<file path="src/hdl/wfcd_pkg.sv">
// Shared types, codes and scaling tables for the wheel force command decoder.
`default_nettype none

package wfcd_pkg;

  // Result kinds
  localparam logic [1:0] KIND_SWITCH = 2'd0;
  localparam logic [1:0] KIND_FORCE  = 2'd1;
  localparam logic [1:0] KIND_GAIN   = 2'd2;
  localparam logic [1:0] KIND_CENTER = 2'd3;

  // Fixed command codes
  localparam logic [7:0] CODE_RESET_ALL = 8'h00;
  localparam logic [7:0] CODE_CENTER_A  = 8'h3F;
  localparam logic [7:0] CODE_CENTER_B  = 8'hAF;
  localparam logic [7:0] CODE_ALL_OFF   = 8'h7F;
  localparam logic [7:0] CODE_FORCE_OFF = 8'hBD;
  localparam logic [7:0] CODE_FULL_ON   = 8'hFF;

  // Code classes, taken from code bits 4..1
  localparam logic [7:0] CLASS_MASK       = 8'h1E;
  localparam logic [7:0] CLASS_ROLL_RIGHT = 8'd24;
  localparam logic [7:0] CLASS_ROLL_LEFT  = 8'h14;
  localparam logic [7:0] CLASS_CLUTCH     = 8'h1A;
  localparam logic [7:0] CLASS_CENTER     = 8'h02;

  localparam logic [16:0] FULL_LEVEL = 17'd65535;
  localparam logic [16:0] ZERO_LEVEL = 17'd0;

  // Command sequence chosen for one poll
  typedef enum logic [2:0] {
    OP_NONE              = 3'd0,
    OP_FORCE_GAIN_CENTER = 3'd1,
    OP_CENTER_FORCE_GAIN = 3'd2,
    OP_ALL_OFF           = 3'd3,
    OP_FORCE_GAIN        = 3'd4,
    OP_ROLL_RIGHT        = 3'd5,
    OP_ROLL_LEFT         = 3'd6,
    OP_CLUTCH            = 3'd7
  } op_t;

  // One classified poll as queued between front and back
  typedef struct packed {
    logic [7:0] switch_bits;
    op_t        op;
    logic [2:0] step_sel;
  } entry_t;

  // Queue status seen by the front and the back
  typedef struct packed {
    logic full;
    logic empty;
  } queue_status_t;

  // One command beat
  typedef struct packed {
    logic [1:0]  kind;
    logic [16:0] level;
  } beat_t;

  // Force magnitude v*32767/100 for each step
  function automatic logic [14:0] force_table(logic [2:0] sel);
    logic [14:0] f;
    case (sel)
      3'd0:    f = 15'd32767;
      3'd1:    f = 15'd28179;
      3'd2:    f = 15'd23592;
      3'd3:    f = 15'd19004;
      3'd4:    f = 15'd14089;
      3'd5:    f = 15'd9502;
      3'd6:    f = 15'd4915;
      default: f = 15'd0;
    endcase
    return f;
  endfunction

  // Clutch gain 65535*v/100 for each step
  function automatic logic [15:0] gain_table(logic [2:0] sel);
    logic [15:0] g;
    case (sel)
      3'd0:    g = 16'd65535;
      3'd1:    g = 16'd56360;
      3'd2:    g = 16'd47185;
      3'd3:    g = 16'd38010;
      3'd4:    g = 16'd28180;
      3'd5:    g = 16'd19005;
      3'd6:    g = 16'd9830;
      default: g = 16'd0;
    endcase
    return g;
  endfunction

  // Number of command beats that follow the switch beat
  function automatic logic [1:0] op_len(op_t op);
    logic [1:0] n;
    unique case (op)
      OP_NONE:                                          n = 2'd0;
      OP_FORCE_GAIN_CENTER, OP_CENTER_FORCE_GAIN, OP_ALL_OFF: n = 2'd3;
      OP_FORCE_GAIN:                                    n = 2'd2;
      OP_ROLL_RIGHT, OP_ROLL_LEFT, OP_CLUTCH:           n = 2'd1;
      default:                                          n = 2'd0;
    endcase
    return n;
  endfunction

  // Command beat number idx of a sequence
  function automatic beat_t cmd_at(op_t op, logic [1:0] idx, logic [2:0] sel);
    beat_t b;
    b.kind  = KIND_FORCE;
    b.level = ZERO_LEVEL;
    unique case (op)
      OP_FORCE_GAIN_CENTER: begin
        case (idx)
          2'd0:    b = '{KIND_FORCE, ZERO_LEVEL};
          2'd1:    b = '{KIND_GAIN, FULL_LEVEL};
          default: b = '{KIND_CENTER, FULL_LEVEL};
        endcase
      end
      OP_CENTER_FORCE_GAIN: begin
        case (idx)
          2'd0:    b = '{KIND_CENTER, FULL_LEVEL};
          2'd1:    b = '{KIND_FORCE, ZERO_LEVEL};
          default: b = '{KIND_GAIN, FULL_LEVEL};
        endcase
      end
      OP_ALL_OFF: begin
        case (idx)
          2'd0:    b = '{KIND_FORCE, ZERO_LEVEL};
          2'd1:    b = '{KIND_GAIN, ZERO_LEVEL};
          default: b = '{KIND_CENTER, ZERO_LEVEL};
        endcase
      end
      OP_FORCE_GAIN: begin
        case (idx)
          2'd0:    b = '{KIND_FORCE, ZERO_LEVEL};
          default: b = '{KIND_GAIN, FULL_LEVEL};
        endcase
      end
      OP_ROLL_RIGHT: b = '{KIND_FORCE, {2'b00, force_table(sel)}};
      OP_ROLL_LEFT:  b = '{KIND_FORCE, 17'd0 - {2'b00, force_table(sel)}};
      OP_CLUTCH:     b = '{KIND_GAIN, {1'b0, gain_table(sel)}};
      default:       b = '{KIND_FORCE, ZERO_LEVEL};
    endcase
    return b;
  endfunction

endpackage

`default_nettype wire

</file>
<file path="src/hdl/wfcd_front.sv">
// Front end: accepts polls, scales the analog level and classifies the command code.
`default_nettype none

module wfcd_front import wfcd_pkg::*; (
  input  wire logic          clk,
  input  wire logic          rst,
  input  wire logic          s_tvalid,
  output logic               s_tready,
  input  wire logic [31:0]   s_tdata,   // [9:0] analog_level, [17:10] command_high_byte,
                                        // [25:18] command_low_byte, [31:26] zero
  input  wire queue_status_t queue_status,
  output logic               push,
  output entry_t             push_entry
);

  logic [9:0]  analog_level;
  logic [7:0]  command_high_byte;
  logic [7:0]  command_low_byte;
  logic [7:0]  code;
  logic [7:0]  code_class;
  logic [7:0]  previous_code;
  logic [17:0] product;
  logic [7:0]  quot_low;
  logic [17:0] rem_wide;
  logic [10:0] rem;
  logic [7:0]  scaled;
  op_t         op;

  assign analog_level      = s_tdata[9:0];
  assign command_high_byte = s_tdata[17:10];
  assign command_low_byte  = s_tdata[25:18];

  assign s_tready = !queue_status.full;
  assign push     = s_tvalid && s_tready;

  // Scale level*255/1023: take the quotient by 1024, then correct by one
  assign product  = {analog_level, 8'b0} - 18'(analog_level);
  assign quot_low = product[17:10];
  assign rem_wide = product - {quot_low, 10'b0} + 18'(quot_low);
  assign rem      = rem_wide[10:0];
  assign scaled   = quot_low + 8'(rem >= 11'd1023);

  // Build the command code and its class
  assign code       = {command_high_byte[1:0], command_low_byte[7:2]};
  assign code_class = code & CLASS_MASK;

  // Pick the command sequence, fixed codes before classes
  always_comb begin
    op = OP_NONE;
    if (code != previous_code) begin
      if (code == CODE_RESET_ALL || code == CODE_FULL_ON) begin
        op = OP_FORCE_GAIN_CENTER;
      end else if (code == CODE_CENTER_A || code == CODE_CENTER_B) begin
        op = OP_CENTER_FORCE_GAIN;
      end else if (code == CODE_ALL_OFF) begin
        op = OP_ALL_OFF;
      end else if (code == CODE_FORCE_OFF) begin
        op = OP_FORCE_GAIN;
      end else if (code_class == CLASS_ROLL_RIGHT) begin
        op = OP_ROLL_RIGHT;
      end else if (code_class == CLASS_ROLL_LEFT) begin
        op = OP_ROLL_LEFT;
      end else if (code_class == CLASS_CLUTCH) begin
        op = OP_CLUTCH;
      end else if (code_class == CLASS_CENTER) begin
        op = OP_CENTER_FORCE_GAIN;
      end
    end
  end

  assign push_entry.switch_bits = ~scaled;
  assign push_entry.op          = op;
  assign push_entry.step_sel    = {code[5], code[6], code[7]};

  // Keep the code of the last accepted poll
  always_ff @(posedge clk) begin
    if (rst) begin
      previous_code <= '0;
    end else if (push) begin
      previous_code <= code;
    end
  end

endmodule

`default_nettype wire

</file>
<file path="src/hdl/wfcd_queue.sv">
// Short queue of classified polls between the front and back ends.
`default_nettype none

module wfcd_queue import wfcd_pkg::*; #(
  parameter int DEPTH = 4
) (
  input  wire logic    clk,
  input  wire logic    rst,
  input  wire logic    push,
  input  wire entry_t  push_entry,
  input  wire logic    pop,
  output entry_t       head,
  output queue_status_t status
);

  localparam int AW = (DEPTH > 1) ? $clog2(DEPTH) : 1;
  localparam int CW = $clog2(DEPTH + 1);

  entry_t        slots [DEPTH];
  logic [AW-1:0] wr_ptr;
  logic [AW-1:0] rd_ptr;
  logic [CW-1:0] count;

  assign status.full  = (count == CW'(DEPTH));
  assign status.empty = (count == '0);
  assign head         = slots[rd_ptr];

  // Store pushed entries
  always_ff @(posedge clk) begin
    if (push) begin
      slots[wr_ptr] <= push_entry;
    end
  end

  // Advance pointers and track fill level
  always_ff @(posedge clk) begin
    if (rst) begin
      wr_ptr <= '0;
      rd_ptr <= '0;
      count  <= '0;
    end else begin
      if (push) begin
        wr_ptr <= (wr_ptr == AW'(DEPTH - 1)) ? '0 : wr_ptr + 1'b1;
      end
      if (pop) begin
        rd_ptr <= (rd_ptr == AW'(DEPTH - 1)) ? '0 : rd_ptr + 1'b1;
      end
      if (push && !pop) begin
        count <= count + 1'b1;
      end else if (pop && !push) begin
        count <= count - 1'b1;
      end
    end
  end

endmodule

`default_nettype wire

</file>
<file path="src/hdl/wfcd_back.sv">
// Back end: expands each queued poll into its result beats behind an output register.
`default_nettype none

module wfcd_back import wfcd_pkg::*; (
  input  wire logic          clk,
  input  wire logic          rst,
  input  wire entry_t        head,
  input  wire queue_status_t queue_status,
  output logic               pop,
  output logic               m_tvalid,
  input  wire logic          m_tready,
  output logic [31:0]        m_tdata,   // [7:0] switch_bits, [24:8] level, [31:25] zero
  output logic [1:0]         m_tuser,   // [1:0] kind
  output logic               m_tlast
);

  logic [1:0]  step;
  logic [1:0]  step_next;
  logic        load;
  logic        beat_last;
  logic [1:0]  beat_kind;
  logic [7:0]  beat_switch;
  logic [16:0] beat_level;
  beat_t       cmd;

  assign load      = !queue_status.empty && (!m_tvalid || m_tready);
  assign beat_last = (step == op_len(head.op));
  assign pop       = load && beat_last;
  assign cmd       = cmd_at(head.op, step - 2'd1, head.step_sel);

  // Switch beat first, then the command beats
  always_comb begin
    if (step == 2'd0) begin
      beat_kind   = KIND_SWITCH;
      beat_switch = head.switch_bits;
      beat_level  = ZERO_LEVEL;
    end else begin
      beat_kind   = cmd.kind;
      beat_switch = 8'd0;
      beat_level  = cmd.level;
    end
  end

  assign step_next = !load ? step : (beat_last ? 2'd0 : step + 2'd1);

  // Advance the beat counter
  always_ff @(posedge clk) begin
    if (rst) begin
      step     <= '0;
      m_tvalid <= 1'b0;
    end else begin
      step <= step_next;
      if (load) begin
        m_tvalid <= 1'b1;
      end else if (m_tready) begin
        m_tvalid <= 1'b0;
      end
    end
  end

  // Hold the output beat until taken
  always_ff @(posedge clk) begin
    if (load) begin
      m_tdata <= {7'd0, beat_level, beat_switch};
      m_tuser <= beat_kind;
      m_tlast <= beat_last;
    end
  end

endmodule

`default_nettype wire

</file>
<file path="src/hdl/wheel_force_command_decoder_core.sv">
// Top level of the wheel force command decoder: front end, queue and back end.
// The switch beat of a poll passes through a queue slot and then the output register.
// Each poll gives one switch beat and then n = 0..3 command beats at the output,
//   sent by the back end's single output register one beat per cycle while m_tready allows.
// The input accepts a poll every cycle while the queue has room.
// Reset (rst, synchronous, active high) clears the kept code to zero, the queue and the output.
`default_nettype none

module wheel_force_command_decoder_core import wfcd_pkg::*; #(
  parameter int QUEUE_DEPTH = 4
) (
  input  wire logic        clk,
  input  wire logic        rst,
  input  wire logic        s_tvalid,
  output logic             s_tready,
  input  wire logic [31:0] s_tdata,   // [9:0] analog_level, [17:10] command_high_byte,
                                      // [25:18] command_low_byte, [31:26] zero
  output logic             m_tvalid,
  input  wire logic        m_tready,
  output logic [31:0]      m_tdata,   // [7:0] switch_bits, [24:8] level, [31:25] zero
  output logic [1:0]       m_tuser,   // [1:0] kind
  output logic             m_tlast
);

  logic          push;
  logic          pop;
  entry_t        push_entry;
  entry_t        head;
  queue_status_t queue_status;

  wfcd_front u_front (
    .clk          (clk),
    .rst          (rst),
    .s_tvalid     (s_tvalid),
    .s_tready     (s_tready),
    .s_tdata      (s_tdata),
    .queue_status (queue_status),
    .push         (push),
    .push_entry   (push_entry)
  );

  wfcd_queue #(
    .DEPTH (QUEUE_DEPTH)
  ) u_queue (
    .clk        (clk),
    .rst        (rst),
    .push       (push),
    .push_entry (push_entry),
    .pop        (pop),
    .head       (head),
    .status     (queue_status)
  );

  wfcd_back u_back (
    .clk          (clk),
    .rst          (rst),
    .head         (head),
    .queue_status (queue_status),
    .pop          (pop),
    .m_tvalid     (m_tvalid),
    .m_tready     (m_tready),
    .m_tdata      (m_tdata),
    .m_tuser      (m_tuser),
    .m_tlast      (m_tlast)
  );

  // The queue is never full and empty at once
  a_queue_status: assert property (@(posedge clk) disable iff (rst)
    !(queue_status.full && queue_status.empty))
    else $error("queue reports full and empty together");

  // A switch beat carries no level, a command beat no switch bits
  a_beat_fields: assert property (@(posedge clk) disable iff (rst)
    m_tvalid |-> ((m_tuser == KIND_SWITCH) ? (m_tdata[24:8] == '0)
                                           : (m_tdata[7:0] == '0)))
    else $error("result beat carries fields of the wrong kind");

  // After a poll's final beat is taken, the next beat opens a new poll
  a_poll_start: assert property (@(posedge clk) disable iff (rst)
    (m_tvalid && m_tready && m_tlast) |=> (!m_tvalid || m_tuser == KIND_SWITCH))
    else $error("poll did not start with a switch beat");

  // Command beats of a poll follow without a gap
  a_poll_continue: assert property (@(posedge clk) disable iff (rst)
    (m_tvalid && m_tready && !m_tlast) |=> (m_tvalid && m_tuser != KIND_SWITCH))
    else $error("poll beats broken or switch beat repeated");

  // Output is empty right after reset
  a_reset_idle: assert property (@(posedge clk) $past(rst) |-> !m_tvalid)
    else $error("output valid right after reset");

endmodule

`default_nettype wire
</file>
<file path="config.mk">
export PLATFORM = sky130hd
export DESIGN_NAME = wheel_force_command_decoder_core
export DESIGN_NICKNAME = d
export VERILOG_FILES = /design/src/hdl/wfcd_pkg.sv /design/src/hdl/wfcd_front.sv /design/src/hdl/wfcd_queue.sv /design/src/hdl/wfcd_back.sv /design/src/hdl/wheel_force_command_decoder_core.sv
export SDC_FILE = /design/constraint.sdc
export NUM_CORES = 1
export LEC_CHECK = 0
export ABC_AREA = 1
export BUFFER_PORTS_ARGS = -buffer_cell sky130_fd_sc_hd__buf_2
export CAP_MARGIN = 20
export CORE_MARGIN = 5
export CORE_UTILIZATION = 35
export DETAILED_ROUTE_END_ITERATION = 8
export MAX_ROUTING_LAYER = met4
export PLACE_DENSITY = 0.65
export REMOVE_ABC_BUFFERS = 1
export SYNTH_ARGS = -nofsm -noshare
export SYNTH_HDL_FRONTEND = slang
export SYNTH_HIERARCHICAL = 1
export SYNTH_SLANG_ARGS = --single-unit
export TNS_END_PERCENT = 1
</file>
<file path="constraint.sdc">
create_clock -name clk -period 4 [get_ports clk]
set_input_delay 0.6 -clock clk [delete_from_list [all_inputs] [get_ports clk]]
set_output_delay 0.6 -clock clk [all_outputs]
set_load 0.01 [all_outputs]
</file>
; Word-level counts from Yosys, hierarchy flattened
; Memories as Yosys holds them, arrays and structs flattened. A register that Yosys moved wholly into a read port is not among the register bits.
; Cells that the tools add are included.
; W data, S select, Z words.
[word_totals]
inputBits = 36
mem_bits_rw = 56
output_inout_bits = 37
elab_cells = 101
mem_count = 2
register_bits = 46
mem_bits_ro = 16
[mem_list]
columns = memory, depth, word_bits, read_ports, rd_clocked_by_memory_dff, write_ports, line_no
row1 = u_queue.slots, 4, 14, 1, 1, 1, wfcd_queue.sv:19  ; entry_t slots [DEPTH];
row2 = (name not given), 8, 2, 1, 0, 0, wfcd_pkg.sv:96  ; unique case (op)
[op_classes]
add_sub_neg = 11
muxes = 28
n_reduce_logical = 20
bitwise_logic = 1
n_eq_ne = 28
order_cmp = 1
[ops]
columns = operator, count
row1 = $pmux W19 S7, 1
row2 = $pmux W19 S2, 3
row3 = $pmux W16 S7, 1
row4 = $pmux W15 S7, 1
row5 = $mux W3, 10
row6 = $eq A3 B3 Y1 const B, 8
row7 = $eq A8 B8 Y1 const B, 3
row8 = $mux W19, 1
row9 = $sub A18 B10 Y18, 1
row10 = $sub A1 B15 Y16 const A, 1
row11 = $mux W15, 1
row12 = $eq A3 B2 Y1 const B, 4
row13 = $eq A4 B4 Y1 const B, 3
row14 = $mux W2, 6
row15 = $add A11 B8 Y11, 1
row16 = $ge A11 B10 Y1 const B, 1
row17 = $sub A11 B11 Y11, 1
row18 = $add A8 B1 Y8, 1
row19 = $eq A8 B6 Y1 const B, 1
row20 = $eq A8 B7 Y1 const B, 1
row21 = $logic_not A8 Y1, 1
row22 = $ne A8 B8 Y1, 1
row23 = $not A8 Y8, 1
row24 = $add A2 B1 Y2 const B, 3
row25 = other kinds (15), 33

; Logic depth before layout (Yosys ltp)
; Gate-level depths: netlist of run 1.
[depth]
word_depth = 10
mapped_depth = 30
depth_no_buf = 30

; Hierarchy
; Netlist of run 1, hierarchy kept.
[by_module_without_submodules]
columns = module, area_each_um2, cells_each, seq_area_each_um2, n_inst
row1 = wfcd_queue, 2549.9, 194, 1861.8, 1
row2 = wfcd_back, 2058.2, 252, 900.9, 1
row3 = wfcd_front, 1899.3, 325, 160.2, 1

; Least setup slack after synthesis of run 1
; No wires, ideal clock.
[synth_path]
path_type = in2reg
start = in s_tdata[8]
end = mem u_queue/slots[0][10] (netlist bit) (data pin)
path_slack_ns = 0.079
setup_ns = 0.270
path_stages = 25
arrival_ns = 3.651
path_buffers = 0
t_required_ns = 3.730
cell_sequence = inv_1 -> ha_1 -> nand2_1 -> nor2_2 -> nand3_4 -> nand2_2 -> o21ai_0 -> nand2_1 -> inv_1 -> ha_1 -> inv_1 -> ha_1 -> a21oi_1 -> o21ai_0 -> a21oi_1 -> nand3_1 -> nor2_1 -> nand3b_1 -> nand2_1 -> ha_1 -> ha_1 -> inv_1 -> nor2_4 -> nand2_1 -> xor2_1
[synth_lines]
columns = element, line_no
row1 = start: declaration, wheel_force_command_decoder_core.sv:16  ; input wire logic [31:0] s_tdata,
row2 = end: declaration, wfcd_queue.sv:19

==> results of run 1 <==
==> repair_timing <==
| item | in CTS | in global routing |
|---|---|---|
| resized for setup | 0 | 38 |
| endpoints found under the setup margin | 0 | 28 |
| buffers inserted | 0 | 1 |
==> Yosys cell counts, drive strengths merged <==
cell	number
clkbuf	4
o211ai	2
dfxtp	20
inv	109
a211oi	6
nor2	123
ha	36
a21oi	29
a41oi	3
nand3	48
a22oi	1
nand2	150
xnor2	11
buf	23
nand3b	4
a21o	1
conb	1
o21bai	2
o22ai	16
o21a	1
edfxtp	84
o22a	1
a31oi	5
fa	1
xor2	9
or2	2
and3	1
nor3	20
nor4	1
nand4	8
o21ai	49
==> cell families (layout without fill, tap and decap cells) <==
kind of cell,after synthesis,after routing,synth area share (%)
xor gates and xnor gates,20,20,2.81
and+or+nand+nor,357,357,24.9
buffers and inverters,136,247,9.58
DFF,104,104,44.9
AOI/OAI and AO/OA,116,116,10.5
other,1,7,0.0576
adders and majority gates,37,37,7.23
==> sequential cells by signal, summed over array words and instances, names as in the netlist, named ones only <==
name                   cells
u_back/m_tdata            25
u_back/m_tlast             1
u_back/m_tuser             2
u_back/m_tvalid            1
u_back/step                2
u_front/previous_code      8
u_queue/count              3
u_queue/rd_ptr             2
u_queue/slots             56
u_queue/wr_ptr             2
==> through the flow <==
| step | TNS (ns) | hold WS [ns] | total power, W | cells | utilization [%] |
|---|---|---|---|---|---|
| 2_1_floorplan | 0 | 0.451 | 0.00363 | 750 | - |
| 3_3_place_gp | -5.07 | 0.468 | 0.00449 | 1100 | 40.8 |
| 3_5_place_dp | -6.24 | 0.477 | 0.00451 | 1100 | 40.8 |
| 4_1_cts | 0 | 0.487 | 0.00544 | 1116 | 42.5 |
| 5_1_grt | -0.120 | 0.516 | 0.00591 | 1117 | 43.5 |
| 6_report | 0 | 0.480 | 0.00544 | 1117 | 43.5 |
==> power by group <==
| group | total (W) | switching, W | internal, W | leakage (nW) |
|---|---|---|---|---|
| Combinational | 0.00284 | 0.00185 | 0.000989 | 2.35 |
| Clock | 0.000917 | 0.000371 | 0.000545 | 0.146 |
| Sequential | 0.00169 | 0.000115 | 0.00157 | 0.964 |
==> area by class of cell <==
class	count	area share, %
clock buffer	10	2.90
clock inverter	6	1.06
inverter	109	5.25
sequential	104	37.1
multi-input combinational	537	40.1
tap	229	3.63
timing repair buffer	122	10.0
==> routing by layer <==
metal / vias up / GRT usage, %
met5: - / -
li1: 2778 / -
met2: 109 / 23.2
met4: 0 / 4.94
met1: 2444 / 16.4
met3: 25 / 2.14
==> worst paths after layout <==
kind / startpoint / end / slack [ns]
worst max-delay path: s_tdata[8] / u_queue/slots[2][13] / 0.28
worst min register to register: u_front/previous_code[0] / u_front/previous_code[0] / 0.48
worst max register to register: flop / u_queue/count[2] / 0.71
worst min-delay path: u_front/previous_code[0] / u_front/previous_code[0] / 0.48
==> critical path: stages <==
cell and delay (ns):
sky130_fd_sc_hd__buf_2 0.09, sky130_fd_sc_hd__inv_1 0.07, sky130_fd_sc_hd__ha_4 0.27, sky130_fd_sc_hd__nand2_1 0.09, sky130_fd_sc_hd__nor2_4 0.16, sky130_fd_sc_hd__nand3_4 0.09
sky130_fd_sc_hd__buf_4 0.15, sky130_fd_sc_hd__nand3_1 0.11, sky130_fd_sc_hd__nand2_4 0.06, sky130_fd_sc_hd__inv_1 0.08, sky130_fd_sc_hd__ha_1 0.15, sky130_fd_sc_hd__inv_1 0.04
sky130_fd_sc_hd__ha_1 0.29, sky130_fd_sc_hd__inv_1 0.14, sky130_fd_sc_hd__o21bai_2 0.10, sky130_fd_sc_hd__a31oi_2 0.19, sky130_fd_sc_hd__nand2_1 0.07, sky130_fd_sc_hd__nand2_1 0.06
sky130_fd_sc_hd__nand2_1 0.04, sky130_fd_sc_hd__nand3b_1 0.15, sky130_fd_sc_hd__nand2_1 0.10, sky130_fd_sc_hd__ha_2 0.20, sky130_fd_sc_hd__buf_4 0.12, sky130_fd_sc_hd__nand2_4 0.06
sky130_fd_sc_hd__nor2_8 0.10, sky130_fd_sc_hd__nand2_1 0.06, sky130_fd_sc_hd__nand2_1 0.05, sky130_fd_sc_hd__nand2_1 0.11
==> impl_metrics.yaml, run 1 <==
outcome:
  outcome: "complete, no violations"
sta:
  setup-violations-final: 0
  max_clock_freq_mhz: 269
  maxSlewViolCount: 0
  final_critical_path_setup_slack_ns: 0.277
  fin_worst_skew_ns: 0.00674
  hold_violations: 0
  timing_worst_slew_pin_value_ns: 0.694
  final.min_clock_period_ns: 3.72
  post-route-period-util_pct: 93.1
  max-slew-margin-rel_pct: 53.7
clock_tree:
  clkTransAtPathRegs_ns: 0.07
  cts-root-buf: "sky130_fd_sc_hd__clkbuf_16"
  cts-root-to-sink-buffers: 2
  post_cts_hold_buffer_count: 0
  insertion_delay_ns: 0.34
  htreeDepth: 3
  cts.sink_count: 104
  cts_made_buffers: 9
  tritoncts: "built"
cells_and_area:
  drive_gt1_share_pct: 25.8
  area.growth.synth_to_final_pct: 21.2
  layout.cells.most_common_list: "130 x sky130_fd_sc_hd__nand2_1, 103 x sky130_fd_sc_hd__nor2_1, 87 x sky130_fd_sc_hd__inv_1, 84 x sky130_fd_sc_hd__edfxtp_1, 71 x sky130_fd_sc_hd__buf_4"
  multi_input_area_um2: 3160
  ff_latch_area_um2: 2920
  final_area_um2: 7890
  commonest_non_fill_non_tap_cell_in_the_layout: "sky130_fd_sc_hd__nand2_1"
  final.fill_count: 1775
  num-nets-final: 956
  num_antenna_cells: 0
worst_hold_path:
  min_delay_path_depth: 2
  hold_path_class: "reg -> reg"
critical_path:
  cp.arrival_ns: 3.79
  reg2regPathDepth: 18
  cp_launch_type: "primary input"
  critPathCaptureType: "flop"
  criticalPathCategory: "in -> reg"
  critical_path_peak_fanout: 5
  crit_path_required_time_ns: 4.06
place:
  final_weighted_congestion_in_routability_driven_placement: 0.919
  worst_setup_slack_post_dpl_ns: -0.350
  detailed_place.area_um2: 7400
  place.detailed.hpwl_um: 10700
  port_buffers: 51
global_routing:
  grtUsageTotal_pct: 13.6
  antenna_found_initial: 0
  grt_pass1_vias: 5101
  grt_overflow_total: 0
  grt_pass1_wl_um: 23600
  largest_net_degree_at_the_start_of_global_routing: 31
job:
  cap_viol_max_count: 0
drt:
  wl_met1_um: 6370
  drc: 0
  drt-wirelength-per-cell_um: 12.6
  via_count: 5356
  detailroute.wirelength.met3_um: 504
  drtAntennaViolNets: 0
  drt_first_iter_violations: 251
  routed_via_density: 4.79
  detailroute.wirelength.met2_um: 6930
  top_layer_used: "met4"
  drt_pass1_iterations: 5
  drt-total-wl_um: 14100
synth:
  syn-mean-instance-area_um2: 8.44
  post_synth_instance_area_um2: 6510
  synth_cells: 771
  netlist-cell-type-count: 51
  yosysTopAreaCell: "sky130_fd_sc_hd__edfxtp_1"
  yosysWarnings: 6
  synth_top_cells_by_area: "sky130_fd_sc_hd__edfxtp_1 39%, sky130_fd_sc_hd__nand2_1 7.8%, sky130_fd_sc_hd__ha_1 6.9%"
  synth.top_cell.area_share_pct: 38.8
  synth.yosys.seq_area_share_pct: 44.9
  synth_seq_cells: 104
pwr:
  power_density_nw_per_um2: 690
  ir_worst_vdd_mv: 0.317
  p_leak_nw: 3.46
floorplanning:
  dieArea_um2: 21400
  chipWidth_um: 146
  fp_rows: 49
  dieHeight_um: 146
  core_region_area_um2: 18100
  initial_utilization_pct: 35.9
  num_io_pins: 73
Power figures use the tool's default switching activity.
==> inputs of run 2 (changes only) <==
==> constraint.sdc (replaced) <==
create_clock -name clk -period 4 [get_ports clk]
set_input_delay 0.4 -clock clk [delete_from_list [all_inputs] [get_ports clk]]
set_output_delay 0.4 -clock clk [all_outputs]
set_load 0.01 [all_outputs]
==> impl_metrics.yaml, run 2 (same netlist as run 1, synthesis figures left out) <==
outcome:
  outcome: "complete, no violations"
drt:
  drtAntennaViolNets: 0
  routed_via_density: 4.79
  drt-total-wl_um: 14200
  drt_first_iter_violations: 259
  via_count: 5274
  drt_pass1_iterations: 4
  drt-wirelength-per-cell_um: 12.9
  drc: 0
global_routing:
  grt_pass1_wl_um: 23800
  grt_overflow_total: 0
  antenna_found_initial: 0
  largest_net_degree_at_the_start_of_global_routing: 31
  grt_pass1_vias: 5107
  grtUsageTotal_pct: 13.7
critical_path:
  critical_path_peak_fanout: 4
  crit_path_required_time_ns: 4.09
  timing.critical_path.slowest_stage_cell: "sky130_fd_sc_hd__ha_1"
  path_common_cell: "sky130_fd_sc_hd__nand2_1"
  cpLargestDelayFamily: "adder cells"
  cp_launch_type: "primary input"
  critical_path.max_stage_delay_ns: 0.33
  critPathCaptureType: "flop"
  critPathBufInv: 7
  criticalPathCategory: "in -> reg"
  cp.arrival_ns: 3.81
sta:
  post-route-period-util_pct: 93.1
  fin_worst_skew_ns: 0.0111
  totalNegativeSetupSlack_ns: 0
  timing_worst_slew_pin_value_ns: 0.643
  hold_violations: 0
  max_clock_freq_mhz: 269
  final.min_clock_period_ns: 3.72
  setup-violations-final: 0
  max-slew-margin-rel_pct: 57.1
  maxSlewViolCount: 0
place:
  place.detailed.hpwl_um: 10700
  final_weighted_congestion_in_routability_driven_placement: 0.903
  dp.cells: 1086
  port_buffers: 51
cells_and_area:
  registers.top_by_ff_count: "u_queue/slots"
  largestRegisters: "u_queue/slots (56), u_back/m_tdata (25), u_front/previous_code (8)"
  num-nets-final: 941
  multi_input_area_um2: 3080
  final.fill_count: 1807
  area.growth.synth_to_final_pct: 17.8
  drive_gt1_share_pct: 22.9
  ff_latch_area_um2: 2920
  layout.cells.most_common_list: "135 x sky130_fd_sc_hd__nand2_1, 103 x sky130_fd_sc_hd__nor2_1, 90 x sky130_fd_sc_hd__inv_1, 84 x sky130_fd_sc_hd__edfxtp_1, 56 x sky130_fd_sc_hd__buf_4"
  layoutNonFillerInstCount: 1102
  max_reg_flops: 56
  num_antenna_cells: 0
  commonest_non_fill_non_tap_cell_in_the_layout: "sky130_fd_sc_hd__nand2_1"
clock_tree:
  tritoncts: "built"
  htreeDepth: 3
  cts-root-to-sink-buffers: 2
  cts.sink_count: 104
  insertion_delay_ns: 0.34
  cts.repair_timing.setup_buffer_count: 0
  cts-root-buf: "sky130_fd_sc_hd__clkbuf_16"
  cts_made_buffers: 9
  clkTransAtPathRegs_ns: 0.07
floorplanning:
  dieArea_um2: 21400
  fp_rows: 49
  dieHeight_um: 146
  num_io_pins: 73
  initial_utilization_pct: 35.9
  chipWidth_um: 146
  core_region_area_um2: 18100
job:
  cap_viol_max_count: 0
pwr:
  ir_worst_vdd_mv: 0.268
  power_density_nw_per_um2: 697
  p_leak_nw: 3.39
worst_hold_path:
  hold_path_class: "in -> reg"
## run 2: changes by cell type in the layout (fill, tap and decap cells not counted), moves of 4 or more
cell and delta:
sky130_fd_sc_hd__nand2_1 +5, sky130_fd_sc_hd__nand2_2 -5, sky130_fd_sc_hd__ha_1 +6, sky130_fd_sc_hd__buf_4 -15
sky130_fd_sc_hd__ha_4 -4
## run 2: worst register-to-register path: stages, from the launching register on
cell	delay, ns
sky130_fd_sc_hd__dfxtp_1	0.44
sky130_fd_sc_hd__inv_2	0.26
sky130_fd_sc_hd__o21ai_0	0.14
sky130_fd_sc_hd__o22ai_1	0.34
sky130_fd_sc_hd__nor2_1	0.17
sky130_fd_sc_hd__ha_1	0.31
sky130_fd_sc_hd__or2_2	0.27
sky130_fd_sc_hd__nand4_1	0.15
sky130_fd_sc_hd__nor2_1	0.09
sky130_fd_sc_hd__inv_1	0.11
sky130_fd_sc_hd__ha_1	0.18
sky130_fd_sc_hd__inv_1	0.07
sky130_fd_sc_hd__fa_1	0.38
sky130_fd_sc_hd__nand2_1	0.10
sky130_fd_sc_hd__nand3_1	0.08
sky130_fd_sc_hd__nand2_1	0.06
sky130_fd_sc_hd__inv_1	0.03
sky130_fd_sc_hd__nor2_1	0.09
## run 2: layout make-up
type / count / area share, %
sequential: 104 / 38.1
tap: 229 / 3.74
clock inverter: 3 / 0.343
multi-input combinational: 537 / 40.2
timing repair buffer: 107 / 8.81
clock buffer: 13 / 3.43
inverter: 109 / 5.40
## run 2: where the power goes
part,switching [W],internal (W)
combinational,0.00186,0.000959
sequential,0.000110,0.00157
clock,0.000369,0.000466
total,0.00234,0.00300
## run 2: repair_timing
| action | CTS | global route |
|---|---|---|
| hold buffers | 0 | 0 |
| hold endpoints to repair | 0 | 0 |
| endpoints found under the setup margin | 0 | 20 |
| resized for setup | 0 | 20 |
## run 2: per-stage QoR
stage,worst slack [ns],area (um2),power (W),util (%),hold WS (ns)
finish,0.278,7670,0.00534,42.2,0.344
global route,-0.0146,7670,0.00581,42.2,0.339
CTS,0.160,7580,0.00536,41.8,0.328
detailed placement,-0.210,7290,0.00451,40.2,0.475
global placement,-0.185,7290,0.00450,40.2,0.468
floorplan,0.279,6320,0.00363,-,0.451
## run 2: layer usage
metal	vias up	GRT usage [%]	wire length, um
met1	2399	16.6	6330
met3	17	2.29	566
li1	2753	-	-
met5	-	-	0
met2	105	23.6	7160
met4	0	4.14	191
## run 2: worst paths after layout
check        cells past startpoint  slack, ns                        to                startpoint
max                             26       0.28      u_queue/slots[3][10]                s_tdata[8]
min                              4       0.34           u_back/m_tvalid                  m_tready
max reg2reg                     17       0.69          u_queue/count[2]                      flop
min reg2reg                      2       0.48  u_front/previous_code[7]  u_front/previous_code[7]
